<file path="src/hdl/grf_queue.sv">
// Two-entry job queue between the loading front and the scanning back.
module grf_queue #(
  parameter int WIDTH = 12
) (
  input  logic             clk,
  input  logic             rst,
  input  logic             push,
  input  logic [WIDTH-1:0] push_data,
  output logic             full,
  input  logic             pop,
  output logic             head_valid,
  output logic [WIDTH-1:0] head
);

  logic [WIDTH-1:0] entry [2];
  logic             wr_ptr;
  logic             rd_ptr;
  logic [1:0]       count;

  assign full       = (count == 2'd2);
  assign head_valid = (count != 2'd0);
  assign head       = entry[rd_ptr];

  always_ff @(posedge clk) begin
    if (push && !full) begin
      entry[wr_ptr] <= push_data;
    end
  end

  always_ff @(posedge clk) begin
    if (rst) begin
      wr_ptr <= 1'b0;
      rd_ptr <= 1'b0;
      count  <= 2'd0;
    end else begin
      if (push && !full) begin
        wr_ptr <= !wr_ptr;
      end
      if (pop && head_valid) begin
        rd_ptr <= !rd_ptr;
      end
      count <= count + 2'((push && !full) ? 1 : 0) - 2'((pop && head_valid) ? 1 : 0);
    end
  end

endmodule

</file>
<file path="config.mk">
export PLATFORM = sky130hd
export DESIGN_NAME = grf_queue
export DESIGN_NICKNAME = d
export VERILOG_FILES = /design/src/hdl/grf_queue.sv
export SDC_FILE = /design/constraint.sdc
export NUM_CORES = 1
export LEC_CHECK = 0
export BUFFER_PORTS_ARGS = -buffer_cell sky130_fd_sc_hd__buf_2
export CORE_MARGIN = 1.5
export CORE_UTILIZATION = 45
export DETAILED_ROUTE_END_ITERATION = 10
export PLACE_DENSITY = 0.82
export SETUP_SLACK_MARGIN = 0.4
export SLEW_MARGIN = 20
export SYNTH_ARGS = -nofsm -noshare
export SYNTH_HDL_FRONTEND = slang
export SYNTH_SLANG_ARGS = --single-unit
</file>
<file path="constraint.sdc">
create_clock -name clk -period 1.5 [get_ports clk]
set_clock_uncertainty 0.1 [all_clocks]
set_input_delay 0 -clock clk [delete_from_list [all_inputs] [get_ports clk]]
set_output_delay 0 -clock clk [all_outputs]
set_load 0.005 [all_outputs]
</file>
==> flow_summary.ini, run 1 <==
[worst_setup_path]
cp.buffers_inverters = 1
critical_path.slowest_cell = dfxtp_4
max_fo_critical_path = 3
cp.depth = 7
setup.worst_path.end_class = register
most_used_cell_cp = ha_4
crit_family = adder cells
path_cells = o21a_4, ha_4, inv_2, ha_4, xor2_2, xnor2_1, nor2_1
cp.arrival_ps = 1720
reg2reg_depth = 7
critical_path.startpoint_type = register
cp.required_ps = 1610
crit_path_max_incr_delay_ps = 370
critical_path_class = reg2reg

[yosys]
ys_dominant_reg_cell = edfxtp_1
post_synth_instance_area_um2 = 1100
synth.cells.most_frequent = edfxtp_1, mux2_1, dfxtp_1
post_synth_inst_count = 63
synth_most_common_cell = edfxtp_1
synth_fp_nets = 81
synth-warning-count = 0
synth_edf_count = 24
synth_async_sr_flop_share_pct = 0
ys_types = 20
syn-mean-instance-area_um2 = 17.4
post_synthesis_sequential_element_count = 29
synth_area_leaders = edfxtp_1, mux2_1, dfxtp_1
yosysSeqAreaShare_pct = 74.9
yosys.area.top_type_share_pct = 65.8
synth_area_leader_cell = edfxtp_1

[sta]
hold_viol_final = 0
relSlewSlack_pct = 84.6
maxSlewViolCount = 0
timing.final.ws_setup_ps = -110
finalSetupViolations = 13
period_share_pct = 107
grt_setup_unrepaired = yes
timing_worst_slew_pin_value_ps = 228
fmaxAchievable_ghz = 0.621
layout_min_cycle_time_ps = 1610

[floorplanning]
die_w_um = 52.4
die_height_um = 52.4
initial_utilization_pct = 48.6
io_pins = 30
total_number_of_placement_rows = 17
core_um2 = 2250
die_area_um2 = 2740

[power_and_ir_drop]
finalPower_w = 0.00279
total_leakage_power_nw = 0.748
worst_voltage_drop_across_the_vdd_grid_mv = 1.19
powerDensity_nw_per_um2 = 1520

[layout]
layoutNonFillerInstCount = 154
fill_cells = 119
antenna_cells = 0
drive_gt1_share_pct = 61.1
layout-area-overhead-vs-synth_pct = 67.5
multi_input_comb_area_um2 = 397
nNetsFinal = 143
register_area_um2 = 827

[placement]
post-dp-hpwl_um = 1270
post-place-cells = 124
weighted_congestion_reported_at_the_end_of_routability_driven_placement = 0.576
port-buffer-count = 29

[route]
route.detailed.vias_per_inst = 4.82
avgRoutedWirePerCell_um = 15.1
first_pass_iters = 4
route.detailed.drc = 0
final_antenna_net_count = 0
vias = 742
drtIter0Drc = 3
detailed_route_wl_um = 2330

[grt]
antenna_found_initial = 0
grt_start_max_net_pins = 9
grt_use_total_pct = 19.5
grt_pass1_vias = 775
grt_first_pass_wirelength_um = 3530
grt_remaining_overflow = 0

[clock_network]
clock_sink_count = 29
cts-root-buf = clkbuf_4
tritoncts.num_buffers = 5
cts.path.max_buffers = 2
cts-htree-levels = 2
cts.reportedPaths.clkPinSlew_ps = 80
cts_tree = built
latest_clock_arrival_within_the_worst_skew_pair_ps = 310

[hold_path]
min_delay_path_depth = 4
hold_path.class = in2reg

[run_status]
run_status = finished with violations
violations = setup timing

[job]
maxCapViolCount = 0
state kept, by name (all words and copies together), names as in the netlist, named ones only:
name / flops
entry: 24
count: 2
rd_ptr: 1
wr_ptr: 1
worst paths after layout:
kind / slack [ps] / endpoint / start
setup / recovery: -110 / count[1]$_SDFF_PP0_ / count[1]$_SDFF_PP0_
hold / removal: 90 / wr_ptr$_SDFFE_PP0N_ / push
setup reg to reg: -110 / count[1]$_SDFF_PP0_ / count[1]$_SDFF_PP0_
hold reg to reg: 470 / wr_ptr$_SDFFE_PP0N_ / wr_ptr$_SDFFE_PP0N_
layer usage:
layer	share of wire, %	up-vias	global-route usage [%]
li1	-	356	-
met1	38	353	19.2
met2	55	26	34.8
met3	4.8	7	6.57
met4	2.3	0	11.5
met5	0	-	0
cell type report:
type | count | area share [%]
clock buffer | 8 | 2.66
multi-input combinational | 30 | 21.6
sequential | 29 | 45.1
inverter | 4 | 1.36
tap | 28 | 1.91
timing repair buffer | 54 | 26.9
timing repair inverter | 1 | 0.477
logic make-up (layout without fill, tap and decap cells):
logic type | Yosys count | count (layout) | share of synthesized area, %
compound gates | 3 | 3 | 1.71
xor+xnor | 3 | 3 | 2.40
fa+ha+maj | 2 | 2 | 2.28
buf+inv | 5 | 67 | 1.83
flops | 29 | 29 | 74.9
mux | 12 | 12 | 12.3
simple gates | 9 | 10 | 4.57
tightest hold or removal path, delay by kind of cell:
| family | cells | cell delay (ps) |
|---|---|---|
| AO/OA/AOI/OAI | 2 | 240 |
| buffers and inverters | 2 | 220 |
metrics by stage:
stage	worst slack, ps	utilization, %	instance area (µm²)	setup TNS [ps]	hold slack, ps
floorplan	-28.9	-	1140	-28.9	-37.6
global placement	-25.9	60.2	1360	-25.9	88.7
detailed placement	-77.6	60.2	1360	-226	91.3
CTS	-67.5	79.0	1780	-355	76.9
global route	-167	81.4	1840	-1020	115
finish	-110	81.4	1840	-536	93.0
placed cells by master (no fill, tap or decap), types with 2 or more instances in the layout:
cell,n
and3_4,2
dfxtp_2,2
nor2_1,3
clkbuf_4,5
dfxtp_1,2
edfxtp_1,24
dlygate4sd3_1,13
ha_4,2
clkbuf_1,3
buf_6,25
buf_2,15
mux2_4,12
where the power goes:
part           switching, W  total [W]  internal, W
Sequential        0.0000752    0.00109      0.00102
Combinational      0.000451    0.00127     0.000819
Clock              0.000235   0.000421     0.000186
what timing repair did:
action	4_1_cts	5_1_grt
hold buffers	13	0
pin swaps	7	9
gates resized for setup	42	8
hold endpoints to repair	29	0
setup endpoints to repair	43	43
setup buffers	4	2
cloned	3	0
(Power assumes the default switching activity.)
==> run 2, diff against run 1 <==
==> constraint.sdc (replaced) <==
create_clock -name clk -period 1.5 [get_ports clk]
set_clock_uncertainty 0.1 [all_clocks]
set_input_delay 0.15 -clock clk [delete_from_list [all_inputs] [get_ports clk]]
set_output_delay 0.15 -clock clk [all_outputs]
set_load 0.005 [all_outputs]
==> flow_summary.ini, run 2 (synthesis gave the netlist of run 1 again) <==
[layout]
drive_gt1_share_pct = 62.7
finalInstanceArea_um2 = 1830
antenna_cells = 0
regMostFlops = entry
layoutNonFillerInstCount = 154
layout-area-overhead-vs-synth_pct = 67.4
final_cell_mix = edfxtp_1, buf_6, buf_2, dlygate4sd3_1, mux2_4
mostFrequentLayoutCell = edfxtp_1
layout.core_utilization_pct = 81.4
reg.largest.list = entry (24), count (2)
nNetsFinal = 143
number_of_flip_flops_in_the_largest_register = 24

[worst_setup_path]
path_cells = nand2b_4, nand2_4, ha_4, inv_2, ha_4, xor2_2, xnor2_1, nor2_1
crit_family = adder cells
critical_path.slowest_cell = dfxtp_2
cp.arrival_ps = 1730
setup.worst_path.end_class = register
most_used_cell_cp = ha_4
cp.buffers_inverters = 1
cp.required_ps = 1620
max_fo_critical_path = 3
crit_path_max_incr_delay_ps = 370
critical_path.startpoint_type = register
critical_path_class = reg2reg

[floorplanning]
die_area_um2 = 2740
core_um2 = 2250
die_height_um = 52.4
total_number_of_placement_rows = 17
die_w_um = 52.4
io_pins = 30
initial_utilization_pct = 48.6

[placement]
post-dp-hpwl_um = 1240
weighted_congestion_reported_at_the_end_of_routability_driven_placement = 0.618
postPlaceCellArea_um2 = 1370
post-place-cells = 125
port-buffer-count = 29

[sta]
timing_worst_slew_pin_value_ps = 203
finalSetupViolations = 22
period_share_pct = 108
fmaxAchievable_ghz = 0.618
timing.setup.tns_ps = -1520
layout_min_cycle_time_ps = 1620
hold_viol_final = 0
relSlewSlack_pct = 86.3
grt_setup_unrepaired = yes
timing.final.ws_setup_ps = -118
maxSlewViolCount = 0
worst_hold_slack_ps = 215

[grt]
grt_remaining_overflow = 0
grt_first_pass_wirelength_um = 3490
grt_pass1_vias = 792
antenna_found_initial = 0
grt_use_total_pct = 19.8
grt_start_max_net_pins = 10

[power_and_ir_drop]
powerDensity_nw_per_um2 = 1540
worst_voltage_drop_across_the_vdd_grid_mv = 1.24
total_leakage_power_nw = 0.757

[route]
first_pass_iters = 4
drtIter0Drc = 5
route.detailed.vias_per_inst = 5.08
final_antenna_net_count = 0
detailed_route_wl_um = 2530
route.detailed.drc = 0
avgRoutedWirePerCell_um = 16.4
vias = 783

[clock_network]
latest_clock_arrival_within_the_worst_skew_pair_ps = 320
cts.reportedPaths.clkPinSlew_ps = 80
cts-root-buf = clkbuf_4
tritoncts.num_buffers = 5
clock_sink_count = 29
cts-htree-levels = 2
cts.path.max_buffers = 2
cts_tree = built

[hold_path]
hold_path.class = in2reg

[run_status]
violations = setup timing
run_status = finished with violations

[job]
maxCapViolCount = 0
run 2: cell counts in the layout (fill, tap and decap cells not counted):
No cell type changed its count.
run 2: final cells by class:
type / instances / area, µm²
Timing Repair inverter: 1 / 8.76
Multi-Input combinational cell: 30 / 402
Inverter: 4 / 25.0
Sequential cell: 29 / 825
Clock buffer: 8 / 58.8
Fill cell: 136 / 420
Timing Repair Buffer: 54 / 480
Tap cell: 28 / 35.0
run 2: metrics by stage:
stage / total power (W) / setup slack (ps)
2_1_floorplan: 0.00149 / -28.9
3_3_place_gp: 0.00174 / -22.7
3_5_place_dp: 0.00177 / -76.9
4_1_cts: 0.00263 / -54.1
5_1_grt: 0.00297 / -148
6_report: 0.00283 / -118
run 2: final timing paths:
check / from / end / slack [ps] / cells past startpoint
setup / recovery: count[0]$_SDFF_PP0_ / count[1]$_SDFF_PP0_ / -120 / 8
hold / removal: push / wr_ptr$_SDFFE_PP0N_ / 210 / 4
setup reg to reg: count[0]$_SDFF_PP0_ / count[1]$_SDFF_PP0_ / -120 / 8
hold reg to reg: wr_ptr$_SDFFE_PP0N_ / wr_ptr$_SDFFE_PP0N_ / 470 / 2
run 2: worst reg2reg max path, cell delays in order, from the launching register on:
cell and delay [ps]:
dfxtp_2 370, nand2b_4 160, nand2_4 60, ha_4 260, inv_2 40, ha_4 150
xor2_2 140, xnor2_1 170, nor2_1 60
run 2: what timing repair did:
item / in CTS / in global routing
gates cloned: 3 / 0
pin swaps: 4 / 4
endpoints found under the setup margin: 43 / 43
endpoints found under the hold margin: 29 / 0
buffers inserted: 2 / 3
gates resized for setup: 35 / 11
hold buffers: 13 / 0
run 2: power by group:
part | internal [W] | total [W] | switching, W
clock network | 0.000231 | 0.000479 | 0.000248
logic | 0.000802 | 0.00126 | 0.000458
registers | 0.00102 | 0.00109 | 0.0000782
run 2: metal layers:
metal  track usage (%)  vias up  share of wire (%)
met2              34.6       33                 53
met4              14.5        0                4.4
met3              8.00       13                6.5
met5                 0        -                  0
met1              18.0      378                 36
li1                  -      359                  -
==> run 3, diff against run 2 <==
PLACE_DENSITY = 0.73   (was 0.82)
REMOVE_ABC_BUFFERS = 1   (was default)
==> flow_summary.ini, run 3 (synthesis gave the netlist of run 1 again) <==
[layout]
number_of_flip_flops_in_the_largest_register = 24
reg.largest.list = entry (24), count (2)
final_cell_mix = edfxtp_1, buf_2, buf_6, dlygate4sd3_1, mux2_4
antenna_cells = 0
nNetsFinal = 137
regMostFlops = entry
finalInstanceArea_um2 = 1740
drive_gt1_share_pct = 59.2
mostFrequentLayoutCell = edfxtp_1
layout-area-overhead-vs-synth_pct = 59.0

[clock_network]
clock_sink_count = 29
cts.reportedPaths.clkPinSlew_ps = 80
tritoncts.num_buffers = 5
cts-root-buf = clkbuf_4
cts.path.max_buffers = 2
cts_tree = built
cts-htree-levels = 2
latest_clock_arrival_within_the_worst_skew_pair_ps = 310

[sta]
maxSlewViolCount = 0
timing_worst_slew_pin_value_ps = 222
finalSetupViolations = 13
timing.setup.tns_ps = -1040
fmaxAchievable_ghz = 0.629
layout_min_cycle_time_ps = 1590
relSlewSlack_pct = 85.1
period_share_pct = 106
hold_viol_final = 0
timing.final.ws_setup_ps = -89.6
grt_setup_unrepaired = yes

[power_and_ir_drop]
total_leakage_power_nw = 0.711
powerDensity_nw_per_um2 = 1500
p_comb_share_pct = 41.6
power.share.switching_pct = 27.5
p_clk_share_pct = 16.5
worst_voltage_drop_across_the_vdd_grid_mv = 1.15
power.switching_w = 0.000717
seqPwrFrac_pct = 41.9
cell_internal_pwr_w = 0.00189

[route]
detailed_route_wl_um = 2330
final_antenna_net_count = 0
route.detailed.drc = 0
first_pass_iters = 3
drtIter0Drc = 14
avgRoutedWirePerCell_um = 15.8
route.detailed.vias_per_inst = 4.78
vias = 708

[floorplanning]
die_area_um2 = 2740
die_height_um = 52.4
core_um2 = 2250
initial_utilization_pct = 48.6
die_w_um = 52.4
total_number_of_placement_rows = 17
io_pins = 30

[placement]
pre_cts_ws_ps = -127
port-buffer-count = 29
weighted_congestion_reported_at_the_end_of_routability_driven_placement = 0.584
post-dp-hpwl_um = 1220
postPlaceCellArea_um2 = 1330

[grt]
antenna_found_initial = 0
grt_start_max_net_pins = 13
grt_first_pass_wirelength_um = 3500
grt_use_total_pct = 19.8
grt_remaining_overflow = 0
grt_pass1_vias = 742

[worst_setup_path]
max_fo_critical_path = 3
cp.required_ps = 1610
critical_path.startpoint_type = register
reg2reg_setup_slack_ps = -90
cp.arrival_ps = 1700
critical_path_class = reg2reg
setup.worst_path.end_class = register

[job]
maxCapViolCount = 0

[hold_path]
hold_path.class = in2reg

[run_status]
violations = setup timing
run_status = finished with violations
## run 3: per-stage QoR
| stage | power, W | instances | util, % | hold slack [ps] |
|---|---|---|---|---|
| 2_1_floorplan | 0.00140 | 62 | - | 119 |
| 3_3_place_gp | 0.00167 | 125 | 58.9 | 238 |
| 3_5_place_dp | 0.00170 | 125 | 58.9 | 243 |
| 4_1_cts | 0.00257 | 147 | 76.5 | 137 |
| 5_1_grt | 0.00275 | 148 | 77.3 | 162 |
| 6_report | 0.00261 | 148 | 77.3 | 157 |
## run 3: path summary, 6_finish.rpt
check	from	end	depth (start not counted)
hold / removal	push	wr_ptr$_SDFFE_PP0N_	4
setup reg to reg	count[1]$_SDFF_PP0_	count[1]$_SDFF_PP0_	7
setup / recovery	count[1]$_SDFF_PP0_	count[1]$_SDFF_PP0_	7
hold reg to reg	wr_ptr$_SDFFE_PP0N_	wr_ptr$_SDFFE_PP0N_	2
## run 3: per-layer routing
metal | part of all wire (%) | track usage (%)
met1 | 37 | 17.9
met3 | 4.8 | 8.57
met4 | 0 | 5.13
met5 | 0 | 0
met2 | 59 | 39.0
## run 3: area by class of cell
type / count / area [µm²]
Sequential cell: 29 / 827
Fill cell: 147 / 512
Timing Repair Buffer: 50 / 434
Multi-Input combinational cell: 29 / 383
Clock buffer: 8 / 48.8
Tap cell: 28 / 35.0
Inverter: 4 / 15.0
## run 3: critical path, stage by stage, from the launching register on
cell	delay, ps
dfxtp_4	370
o21a_4	210
ha_4	260
inv_2	40
ha_4	150
xor2_2	140
xnor2_1	150
nor2_1	70
## run 3: timing repair
item | in CTS | in global routing
gates cloned | 0 | 0
hold buffers | 13 | 0
endpoints found under the setup margin | 43 | 43
resized for setup | 44 | 2
buffers inserted | 1 | 1
pin swaps | 7 | 5
hold endpoints to repair | 29 | 0
## run 3: power groups by stage
stage / clock [W] / combinational [W] / sequential (W)
after floorplan: 0 / 0.000312 / 0.00109
after global placement: 0 / 0.000611 / 0.00106
after detailed placement: 0 / 0.000633 / 0.00107
after CTS: 0.000433 / 0.00105 / 0.00109
after global routing: 0.000477 / 0.00117 / 0.00111
final: 0.000430 / 0.00109 / 0.00109
