===== src/hdl/grf_pkg.sv =====
// Shared constants, codes and types of the rotation finder.
package grf_pkg;

  localparam int MAX_LEN_DEF = 1024;
  localparam int SYM_W = 8;
  localparam int RS_W = 10;

  typedef enum logic [1:0] {
    ST_OK         = 2'd0,
    ST_NOT_PRIM   = 2'd1,
    ST_SCAN_LIMIT = 2'd2,
    ST_TOO_LONG   = 2'd3
  } status_t;

  typedef enum logic [4:0] {
    B_IDLE, B_PINIT, B_PRQ, B_PRK, B_PCMP, B_PFB, B_PCHK, B_PMOD,
    B_SINIT, B_TOP, B_ADDR, B_RED2, B_RED1, B_RD0, B_RD1, B_RD2,
    B_EVAL, B_CUT, B_FIN2, B_FIN1, B_REL, B_OUT
  } back_state_t;

  typedef struct packed {
    logic pop;
    logic release_buf;
  } back_ctl_t;

endpackage


===== src/hdl/grf_front.sv =====
// Front end: loads the string into the text store and queues a job at its last byte.
module grf_front #(
  parameter int MAX_LEN = grf_pkg::MAX_LEN_DEF,
  localparam int AW = $clog2(MAX_LEN),
  localparam int LW = $clog2(MAX_LEN + 1)
) (
  input  logic                     clk,
  input  logic                     rst,
  input  logic                     item_valid,
  output logic                     item_stall,
  input  logic [grf_pkg::SYM_W-1:0] symbol,
  input  logic                     last,
  output logic                     text_we,
  output logic [AW-1:0]            text_waddr,
  output logic [grf_pkg::SYM_W-1:0] text_wdata,
  output logic                     job_push,
  output logic [LW:0]              job_data,
  input  logic                     job_full,
  input  logic                     release_buf
);

  logic [LW-1:0] len;
  logic          ovf;
  logic          hold;
  logic          accept;
  logic [LW-1:0] len_next;
  logic          ovf_next;

  assign item_stall = hold || job_full;
  assign accept     = item_valid && !item_stall;
  assign text_we    = accept && (len < LW'(MAX_LEN));
  assign text_waddr = len[AW-1:0];
  assign text_wdata = symbol;
  assign len_next   = text_we ? len + LW'(1) : len;
  assign ovf_next   = ovf || (accept && !text_we);
  assign job_push   = accept && last;
  assign job_data   = {ovf_next, len_next};

  always_ff @(posedge clk) begin
    if (rst) begin
      len  <= '0;
      ovf  <= 1'b0;
      hold <= 1'b0;
    end else begin
      if (job_push) begin
        len  <= '0;
        ovf  <= 1'b0;
        hold <= 1'b1;
      end else begin
        len <= len_next;
        ovf <= ovf_next;
        if (release_buf) begin
          hold <= 1'b0;
        end
      end
    end
  end

endmodule


===== config.mk =====
export PLATFORM = sky130hd
export DESIGN_NAME = grf_front
export DESIGN_NICKNAME = d
export VERILOG_FILES = /design/src/hdl/grf_pkg.sv /design/src/hdl/grf_front.sv
export SDC_FILE = /design/constraint.sdc
export NUM_CORES = 1
export LEC_CHECK = 0
export ABC_AREA = 1
export BUFFER_PORTS_ARGS = -buffer_cell sky130_fd_sc_hd__buf_2
export CORE_UTILIZATION = 45
export CTS_BUF_LIST = sky130_fd_sc_hd__clkbuf_16
export DETAILED_ROUTE_END_ITERATION = 12
export PLACE_DENSITY = 0.79
export SLEW_MARGIN = 20
export SYNTH_ARGS = -nofsm -noshare
export SYNTH_HDL_FRONTEND = slang
export SYNTH_SLANG_ARGS = --single-unit

===== constraint.sdc =====
create_clock -name clk -period 1.6 [get_ports clk]
set_clock_uncertainty 0.15 [all_clocks]
set_input_delay 0.08 -clock clk [delete_from_list [all_inputs] [get_ports clk]]
set_output_delay 0.08 -clock clk [all_outputs]
set_load 0.1 [all_outputs]

==> flow_summary.yaml, run 1 <==
placement:
  dp_slack_ns: -0.0152
  dpl.hpwl_microns: 1610
  gp_congestion: 0.854
  io_buffers: 30
sta:
  slew_headroom_pct: 66.0
  setup_viol: 12
  slew_viol_final: 0
  fin_crit_ns: 1.80
  setup_slack_ns: -0.204
  hold_violations: 0
  finalCritPeriodShare_pct: 113
  rsz0062_at_grt: "yes"
  fmax_mhz: 554
  tightest_slew_ns: 0.514
die:
  die_w_microns: 47.9
  core-area_sq_um: 1960
  die-area_sq_um: 2300
  start_util_pct: 48.3
  placementRows: 16
  ios: 47
  die-height_microns: 47.9
setup_path:
  crit_fanout: 6
  critPathSlowestCell: "dfxtp_2"
  path_cells: "nor2_4 -> nand2_4 -> nor2_8 -> buf_12 -> nand3_1 -> nand2_1 -> nand2_2 -> clkinvlp_4 -> buf_12"
  cp.required_ns: 1.37
  crit_family: "simple AND/OR/NAND/NOR gates"
  critPathMaxStageDelay_ns: 0.33
  cp-end-kind: "output port"
  startpoint_type: "flip-flop"
  path_buf_inv: 3
  crit_path_frequent_cell: "buf_12"
  crit_arrival_ns: 1.57
  worst-setup-path-type: "reg -> out"
global_route:
  grt_max_degree: 13
  grt_pass1_wl_microns: 4170
  use_met1_pct: 28.9
  grtUsageMet3_pct: 4.53
  grt_pass1_vias: 918
  grt_util_met2_pct: 52.7
  grt-ovfl-total: 0
  grt_most_used_layer: "met2"
  grt_use_total_pct: 27.5
  grt_antenna_before_repair: 0
clock_tree:
  htree_levels: 1
  cts_buffers: 3
  cts.path.max_buffers: 2
  cts.clk_slew.worst_paths_ns: 0.05
  cts_root_buf: "clkbuf_16"
  worst_skew_pair.late_latency_ns: 0.24
  cts_tree: "done"
  clock_sinks: 13
synth:
  ys.flop_type: "dfxtp_1"
  yosysSeqAreaShare_pct: 27.4
  synth_common_cells: "31 x nand2_1, 20 x buf_4, 20 x inv_1"
  ys_top_cells_by_area: "dfxtp_1 27%, buf_4 16%, nand2_1 12%"
  synth_edf_count: 0
  synth_nets: 141
  syn-instance-count: 126
  syn_avg_cell_area_sq_um: 7.53
  yosysWarnings: 0
  synthArstFlopShare_pct: 0
  ys_ff_latch: 13
  yosysMostFrequentCell: "nand2_1"
  yosys.area.top_type: "dfxtp_1"
  synth_cell_types: 26
  synth_top_area_share_pct: 27.4
  syn_area_sq_um: 948
detailed_routing:
  vias: 975
  drt_pass1_iterations: 4
  ant_nets: 0
  drcViolationCount: 0
  routed_wl_microns: 3180
  routed_via_density: 5.00
  wl_per_cell_microns: 16.3
  drt-initial-drc-count: 18
finish:
  nNetsFinal: 184
  antenna_cells: 0
  area_delta_synth_final_pct: 83.5
  layout-drive-gt1-share_pct: 65.5
  fillers: 104
power_and_ir_drop:
  power.density_nw_per_um2: 640
  p_total_mw: 1.11
  power_leakage_nw: 0.831
  ir_drop_uv: 708
run:
  max_cap_violations: 0
run_status:
  violations: "setup timing"
  outcome: "complete, but fails checks"
min_path:
  min_path_type: "in -> reg"
==> power breakdown <==
part / internal, mW / leakage (nW) / switching (mW)
Sequential: 0.329 / 0.108 / 0.00721
Clock: 0.330 / 0.0423 / 0.145
Combinational: 0.111 / 0.681 / 0.192
Total: 0.770 / 0.831 / 0.344
==> routing by layer <==
| layer | vias up | wire, microns |
|---|---|---|
| met4 | 0 | 105 |
| li1 | 453 | - |
| met3 | 10 | 152 |
| met2 | 52 | 1710 |
| met5 | - | 0 |
| met1 | 460 | 1220 |
==> worst reg2reg max path, stage by stage, from the launching register on <==
cell and delay (ns):
dfxtp_2 0.33, nor2_4 0.11, nand2_4 0.08, buf_4 0.15, inv_4 0.07, nand2_4 0.06, nor2_1 0.09, nand2_1 0.10
buf_4 0.14, buf_4 0.12, buf_4 0.12, a21oi_2 0.09
==> metrics by stage <==
step           hold WS, ns  TNS [ns]  cells  cell area (sq um)  utilization (%)
5_1_grt            0.00677     -2.13    195               1740             88.7
3_3_place_gp        0.0107         0    170               1310             67.0
3_5_place_dp        0.0107   -0.0152    170               1310             67.0
2_1_floorplan     -0.00835    -0.530    126               1030                -
6_report           0.00259     -1.64    195               1740             88.7
4_1_cts            0.00171     -1.37    192               1660             84.7
==> placed cells by master (no fill, tap or decap), types with 2 or more instances in the layout <==
master         count
dfxtp_4            2
dlygate4sd3_1      2
dfxtp_1            7
a21oi_1            2
inv_1             14
nand2_1           16
nand3_1            4
buf_12            15
nor2_8             2
buf_2             16
nand4_1            2
clkbuf_16          3
nor2_4             2
inv_2              3
nand3_4            2
dfxtp_2            4
buf_6              6
nor2_1             8
buf_4             19
clkinvlp_4         3
nand4_4            2
nand2_4            9
a21oi_2            5
nand2_2            7
==> cell type report <==
| type | count | area (sq um) | area share [%] |
|---|---|---|---|
| timing repair buffer | 59 | 638 | 36.7 |
| multi-input combinational | 72 | 628 | 36.1 |
| sequential | 13 | 273 | 15.7 |
| inverter | 20 | 88.8 | 5.10 |
| clock buffer | 3 | 75.1 | 4.31 |
| tap | 27 | 33.8 | 1.94 |
| clock inverter | 1 | 3.75 | 0.216 |
==> repair_timing <==
action                                 CTS  global route
setup endpoints to repair               12            15
buffers inserted                        15             3
endpoints found under the hold margin    1             0
resized for setup                       30            17
gates cloned                             1             0
hold buffers                             2             0
pin swaps                               15            12
==> kinds of logic (layout without fill, tap and decap cells) <==
logic type,Yosys count,after routing,synth area share [%]
compound gates,9,9,6.33
xor+xnor,3,3,3.56
fa+ha+maj,1,1,1.32
buf+inv,41,83,25.9
flops,13,13,27.4
simple gates,59,59,35.5
==> worst paths after layout <==
check	startpoint	to	slack (ns)	cells past startpoint
worst max-delay path	hold$_SDFFE_PP0P_	job_data[9]	-0.20	9
worst min-delay path	last	hold$_SDFFE_PP0P_	0.003	3
worst max register to register	hold$_SDFFE_PP0P_	len[3]$_SDFF_PP0_	-0.09	11
worst min register to register	hold$_SDFFE_PP0P_	hold$_SDFFE_PP0P_	0.35	2
==> state kept, by name, summed over array words and instances, names as in the netlist <==
register,cells
ovf,1
len,11
hold,1
Note: power is estimated with default switching activity, not from simulation.
==> run 2, diff against run 1 <==
--- a/config.mk
+++ b/config.mk
@@ -11,6 +11,7 @@
 export CTS_BUF_LIST = sky130_fd_sc_hd__clkbuf_16
 export DETAILED_ROUTE_END_ITERATION = 12
 export PLACE_DENSITY = 0.79
+export SETUP_SLACK_MARGIN = 0.02
 export SLEW_MARGIN = 20
 export SYNTH_ARGS = -nofsm -noshare
 export SYNTH_HDL_FRONTEND = slang
==> run 2 against run 1 <==
Against the previous run: sequential share of layout area down 0.19 points; sequential power about the same; critical endpoint unchanged; cell area increased by 0.79%; power about the same; via count up 3.8%; largest cell class unchanged; critical path type unchanged; the flow still finishes with violations (setup timing); sequential cell count did not move; core utilization is 0.70 points higher.
==> flow_summary.yaml, run 2 (same netlist as run 1, synthesis figures left out) <==
global_route:
  grt_antenna_before_repair: 0
  grt_pass1_vias: 941
  grt-ovfl-total: 0
  grt_max_degree: 13
  grt_pass1_wl_microns: 4220
  grt_use_total_pct: 27.9
sta:
  hold_violations: 0
  setup_viol: 13
  slew_headroom_pct: 66.1
  tightest_slew_ns: 0.512
  hold_ws_ns: 0.00165
  slew_viol_final: 0
  finalCritPeriodShare_pct: 116
  setup_slack_ns: -0.258
  fin_setup_tns_ns: -1.89
  fin_crit_ns: 1.86
  fmax_mhz: 538
  rsz0062_at_grt: "yes"
clock_tree:
  cts_buffers: 3
  clock_sinks: 13
  htree_levels: 1
  cts.clk_slew.worst_paths_ns: 0.04
  cts_tree: "done"
  cts.path.max_buffers: 2
  worst_skew_pair.late_latency_ns: 0.24
  cts_root_buf: "clkbuf_16"
power_and_ir_drop:
  ir_drop_uv: 577
  power.density_nw_per_um2: 635
  power_frac_comb_pct: 27.4
  seqPwrFrac_pct: 30.2
  clock_power_share_pct: 42.4
  p_int_uw: 770
  switchingPower_uw: 345
  swShare_pct: 31.0
  p_total_mw: 1.11
  power_leakage_nw: 0.842
finish:
  top_regs: "len x11, hold x1, ovf x1"
  fin_util_pct: 89.4
  layout-drive-gt1-share_pct: 65.3
  area_delta_synth_final_pct: 85.0
  nNetsFinal: 186
  most-common-layout-cells: "21 x buf_4, 16 x nand2_1, 16 x buf_2"
  antenna_cells: 0
  final_common_cell: "buf_4"
  largest_register: "len"
  largest_reg_flops: 11
run_status:
  violations: "setup timing"
  outcome: "complete, but fails checks"
placement:
  gp_congestion: 0.854
  io_buffers: 30
  dpl.hpwl_microns: 1610
die:
  die-area_sq_um: 2300
  ios: 47
  placementRows: 16
  start_util_pct: 48.3
  die_w_microns: 47.9
  die-height_microns: 47.9
  core-area_sq_um: 1960
detailed_routing:
  vias: 1012
  routed_wl_microns: 3370
  drcViolationCount: 0
  drt-initial-drc-count: 24
  ant_nets: 0
  drt_pass1_iterations: 6
  routed_via_density: 5.14
  wl_per_cell_microns: 17.1
setup_path:
  crit_path_frequent_cell: "buf_12"
  reg2reg_from: "hold$_SDFFE_PP0P_"
  critPathSlowestCell: "dfxtp_2"
  path_buf_inv: 3
  path_cells: "nor2_4 -> nand2_4 -> nor2_8 -> buf_12 -> nand4_1 -> nand2_2 -> clkinvlp_4 -> buf_12"
  critPathMaxStageDelay_ns: 0.33
  crit_arrival_ns: 1.63
  crit_fanout: 6
  startpoint: "hold$_SDFFE_PP0P_"
  worst-setup-path-type: "reg -> out"
  crit_family: "simple AND/OR/NAND/NOR gates"
  cp.required_ns: 1.37
  cp-end-kind: "output port"
  startpoint_type: "flip-flop"
min_path:
  min_path_type: "in -> reg"
  min-delay-start: "last"
run:
  max_cap_violations: 0
-- run 2: cell count changes in the layout (fill, tap and decap cells not counted) --
cell | before | now
dfxtp_2 | 4 | 3
buf_4 | 19 | 21
dfxtp_1 | 7 | 8
-- run 2: layout make-up --
class                           instances  area [sq um]
Fill cell                              97           208
Tap cell                               27          33.8
Multi-Input combinational cell         72           628
Clock inverter                          1          3.75
Inverter                               20          88.8
Sequential cell                        13           272
Clock buffer                            3          75.1
Timing Repair Buffer                   61           653
-- run 2: through the flow --
step                area (sq um)  std cells  setup WS (ns)
floorplan                   1030        126         -0.168
global placement            1310        170         0.0484
detailed placement          1310        170        -0.0152
CTS                         1670        193         -0.174
global route                1750        197         -0.301
finish                      1750        197         -0.258
-- run 2: worst min-delay path, cell delays in order --
cell and delay (ns):
buf_2 0.10, nand2_2 0.10, a21oi_1 0.07
-- run 2: power groups by stage --
| stage | clock, mW | combinational [mW] | sequential [mW] |
|---|---|---|---|
| CTS | 0.470 | 0.291 | 0.337 |
| global placement | 0 | 0.226 | 0.339 |
| floorplan | 0 | 0.263 | 0.344 |
| global route | 0.494 | 0.314 | 0.337 |
| finish | 0.473 | 0.305 | 0.337 |
| detailed placement | 0 | 0.230 | 0.340 |
-- run 2: per-layer routing --
metal  part of all wire, %  vias up  GRT usage [%]  wire length (microns)
met5                     0        -              0                      0
met2                    53       56           51.9                   1790
met1                    37      481           29.5                   1240
met3                   5.5       17           4.53                    185
li1                      -      458              -                      -
met4                   4.7        0           15.0                    159
-- run 2: path summary, 6_finish.rpt --
kind	end	slack [ns]	cells after the start
worst max-delay path	job_data[9]	-0.26	8
worst min-delay path	hold$_SDFFE_PP0P_	0.002	3
worst max register to register	len[3]$_SDFF_PP0_	-0.09	11
worst min register to register	hold$_SDFFE_PP0P_	0.36	2
-- run 2: timing repair --
action | in CTS | in global routing
gates resized for setup | 32 | 14
setup buffers | 16 | 4
endpoints found under the hold margin | 1 | 0
pin swaps | 15 | 12
hold buffers | 2 | 0
endpoints found under the setup margin | 12 | 15
cloned | 1 | 0
==> run 3, diff against run 2 <==
--- a/config.mk
+++ b/config.mk
@@ -10,8 +10,7 @@
 export CORE_UTILIZATION = 45
 export CTS_BUF_LIST = sky130_fd_sc_hd__clkbuf_16
 export DETAILED_ROUTE_END_ITERATION = 12
-export PLACE_DENSITY = 0.79
-export SETUP_SLACK_MARGIN = 0.02
+export PLACE_DENSITY = 0.75
 export SLEW_MARGIN = 20
 export SYNTH_ARGS = -nofsm -noshare
 export SYNTH_HDL_FRONTEND = slang
==> run 3 against run 2 <==
Against the previous run: the run still ends with setup timing left; cell area down 2.9%; core utilization down 2.6 points; register-to-register slack improved by 0.14 ns; sequential power barely moved; clock power fell by 1%; worst hold slack better by 0.0084 ns; non-clock buffer count is 4 lower; critical path depth shrank 1; first-iteration DRC count shrank 54%; cell count fell by 2.0%; maximum frequency is 3.3% higher; power decreased by 1.1%; critical path type unchanged; largest cell class unchanged; highest routed layer unchanged.
==> flow_summary.yaml, run 3 (same netlist as run 1, synthesis figures left out) <==
run_status:
  outcome: "complete, but fails checks"
  violations: "setup timing"
finish:
  top_regs: "len x11, hold x1, ovf x1"
  antenna_cells: 0
  largest_reg_flops: 11
  largest_register: "len"
  fin_util_pct: 86.8
  area_delta_synth_final_pct: 79.6
  nNetsFinal: 182
  most-common-layout-cells: "16 x nand2_1, 16 x buf_2, 16 x buf_12, 16 x buf_4, 15 x inv_1"
  layout-drive-gt1-share_pct: 63.9
sta:
  slew_viol_final: 0
  finalCritPeriodShare_pct: 112
  fin_crit_ns: 1.80
  setup_slack_ns: -0.199
  hold_violations: 0
  setup_viol: 12
  tightest_slew_ns: 0.493
  slew_headroom_pct: 67.4
  fmax_mhz: 556
  rsz0062_at_grt: "yes"
  fin_setup_tns_ns: -1.84
power_and_ir_drop:
  power.density_nw_per_um2: 647
  ir_drop_uv: 653
  power_leakage_nw: 0.804
setup_path:
  worstSetupEndpoint: "job_data[0]"
  r2r_slack_ns: 0.05
  crit_fanout: 3
  ff2ff_path_depth: 7
  r2r-end: "len[0]$_SDFF_PP0_"
  startpoint_type: "flip-flop"
  worst-setup-path-type: "reg -> out"
  startpoint: "hold$_SDFFE_PP0P_"
  crit_arrival_ns: 1.57
  cp.required_ns: 1.37
  cp-end-kind: "output port"
  reg2reg_from: "hold$_SDFFE_PP0P_"
detailed_routing:
  routed_via_density: 4.81
  drt_pass1_iterations: 4
  vias: 929
  routed_wl_microns: 3050
  drcViolationCount: 0
  ant_nets: 0
  wl_per_cell_microns: 15.8
  drt-initial-drc-count: 11
die:
  ios: 47
  die-height_microns: 47.9
  start_util_pct: 48.3
  placementRows: 16
  die-area_sq_um: 2300
  die_w_microns: 47.9
  core-area_sq_um: 1960
clock_tree:
  cts_tree: "done"
  cts_root_buf: "clkbuf_16"
  cts_buffers: 3
  clock_sinks: 13
  htree_levels: 1
  cts.clk_slew.worst_paths_ns: 0.04
  worst_skew_pair.late_latency_ns: 0.24
  cts.path.max_buffers: 2
global_route:
  grt_max_degree: 13
  grt_pass1_vias: 885
  grt_use_total_pct: 26.6
  grt_pass1_wl_microns: 4070
  grt-ovfl-total: 0
  grt_antenna_before_repair: 0
placement:
  gp_congestion: 0.909
  dp_slack_ns: 0.0205
  dpl.hpwl_microns: 1660
  io_buffers: 30
run:
  max_cap_violations: 0
min_path:
  min_path_type: "in -> out"
-- run 3: cell types whose count changed in the layout (fill, tap and decap cells not counted), moves of 2 or more --
cell / delta
nor2_2: +2
nand2_2: +2
nor2_1: -2
buf_4: -5
nand2_4: -2
-- run 3: area by class of cell --
class,count,area [sq um]
clock inverter,1,3.75
tap,27,33.8
timing repair buffer,57,619
multi-input combinational,72,614
inverter,20,88.8
fill,111,259
sequential,13,268
clock buffer,3,75.1
-- run 3: report_power, final --
group / internal [mW] / total (mW) / switching, mW
registers: 0.330 / 0.337 / 0.00620
logic: 0.111 / 0.299 / 0.188
clock network: 0.329 / 0.467 / 0.137
total: 0.770 / 1.10 / 0.332
-- run 3: stage by stage --
step           power, mW  instances  cell area (sq um)  hold slack (ns)
4_1_cts             1.09        188               1620         0.000903
5_1_grt             1.14        193               1700           0.0103
6_report            1.10        193               1700           0.0100
3_3_place_gp       0.564        171               1320           0.0107
2_1_floorplan      0.607        126               1030         -0.00835
3_5_place_dp       0.569        171               1320           0.0107
-- run 3: routing by layer --
layer	track usage, %	part of all wire (%)
met5	0	0
met1	29.2	37
met2	48.9	55
met4	11.1	3.1
met3	5.66	5.7
-- run 3: critical path, stage by stage, from the launching register on --
cell     delay [ns]
dfxtp_2        0.33
nor2_4         0.12
nand2_4        0.09
nor2_8         0.16
buf_6          0.13
buf_6          0.12
xor2_4         0.18
buf_12         0.19
-- run 3: how the worst min path moves through the flow --
stage	from	cells after the start	endpoint	slack (ns)
after floorplan	rst	1	hold$_SDFFE_PP0P_	-0.008
after global placement	symbol[1]	0	text_wdata[1]	0.01
after detailed placement	symbol[1]	0	text_wdata[1]	0.01
after CTS	last	3	hold$_SDFFE_PP0P_	0.0009
after global routing	symbol[2]	0	text_wdata[2]	0.01
final	symbol[2]	0	text_wdata[2]	0.01
-- run 3: timing repair --
| item | CTS | global route |
|---|---|---|
| resized for setup | 25 | 18 |
| pin swaps | 14 | 18 |
| cloned | 1 | 0 |
| hold buffers | 2 | 0 |
| hold endpoints to repair | 1 | 0 |
| setup buffers | 10 | 7 |
| setup endpoints to repair | 11 | 17 |
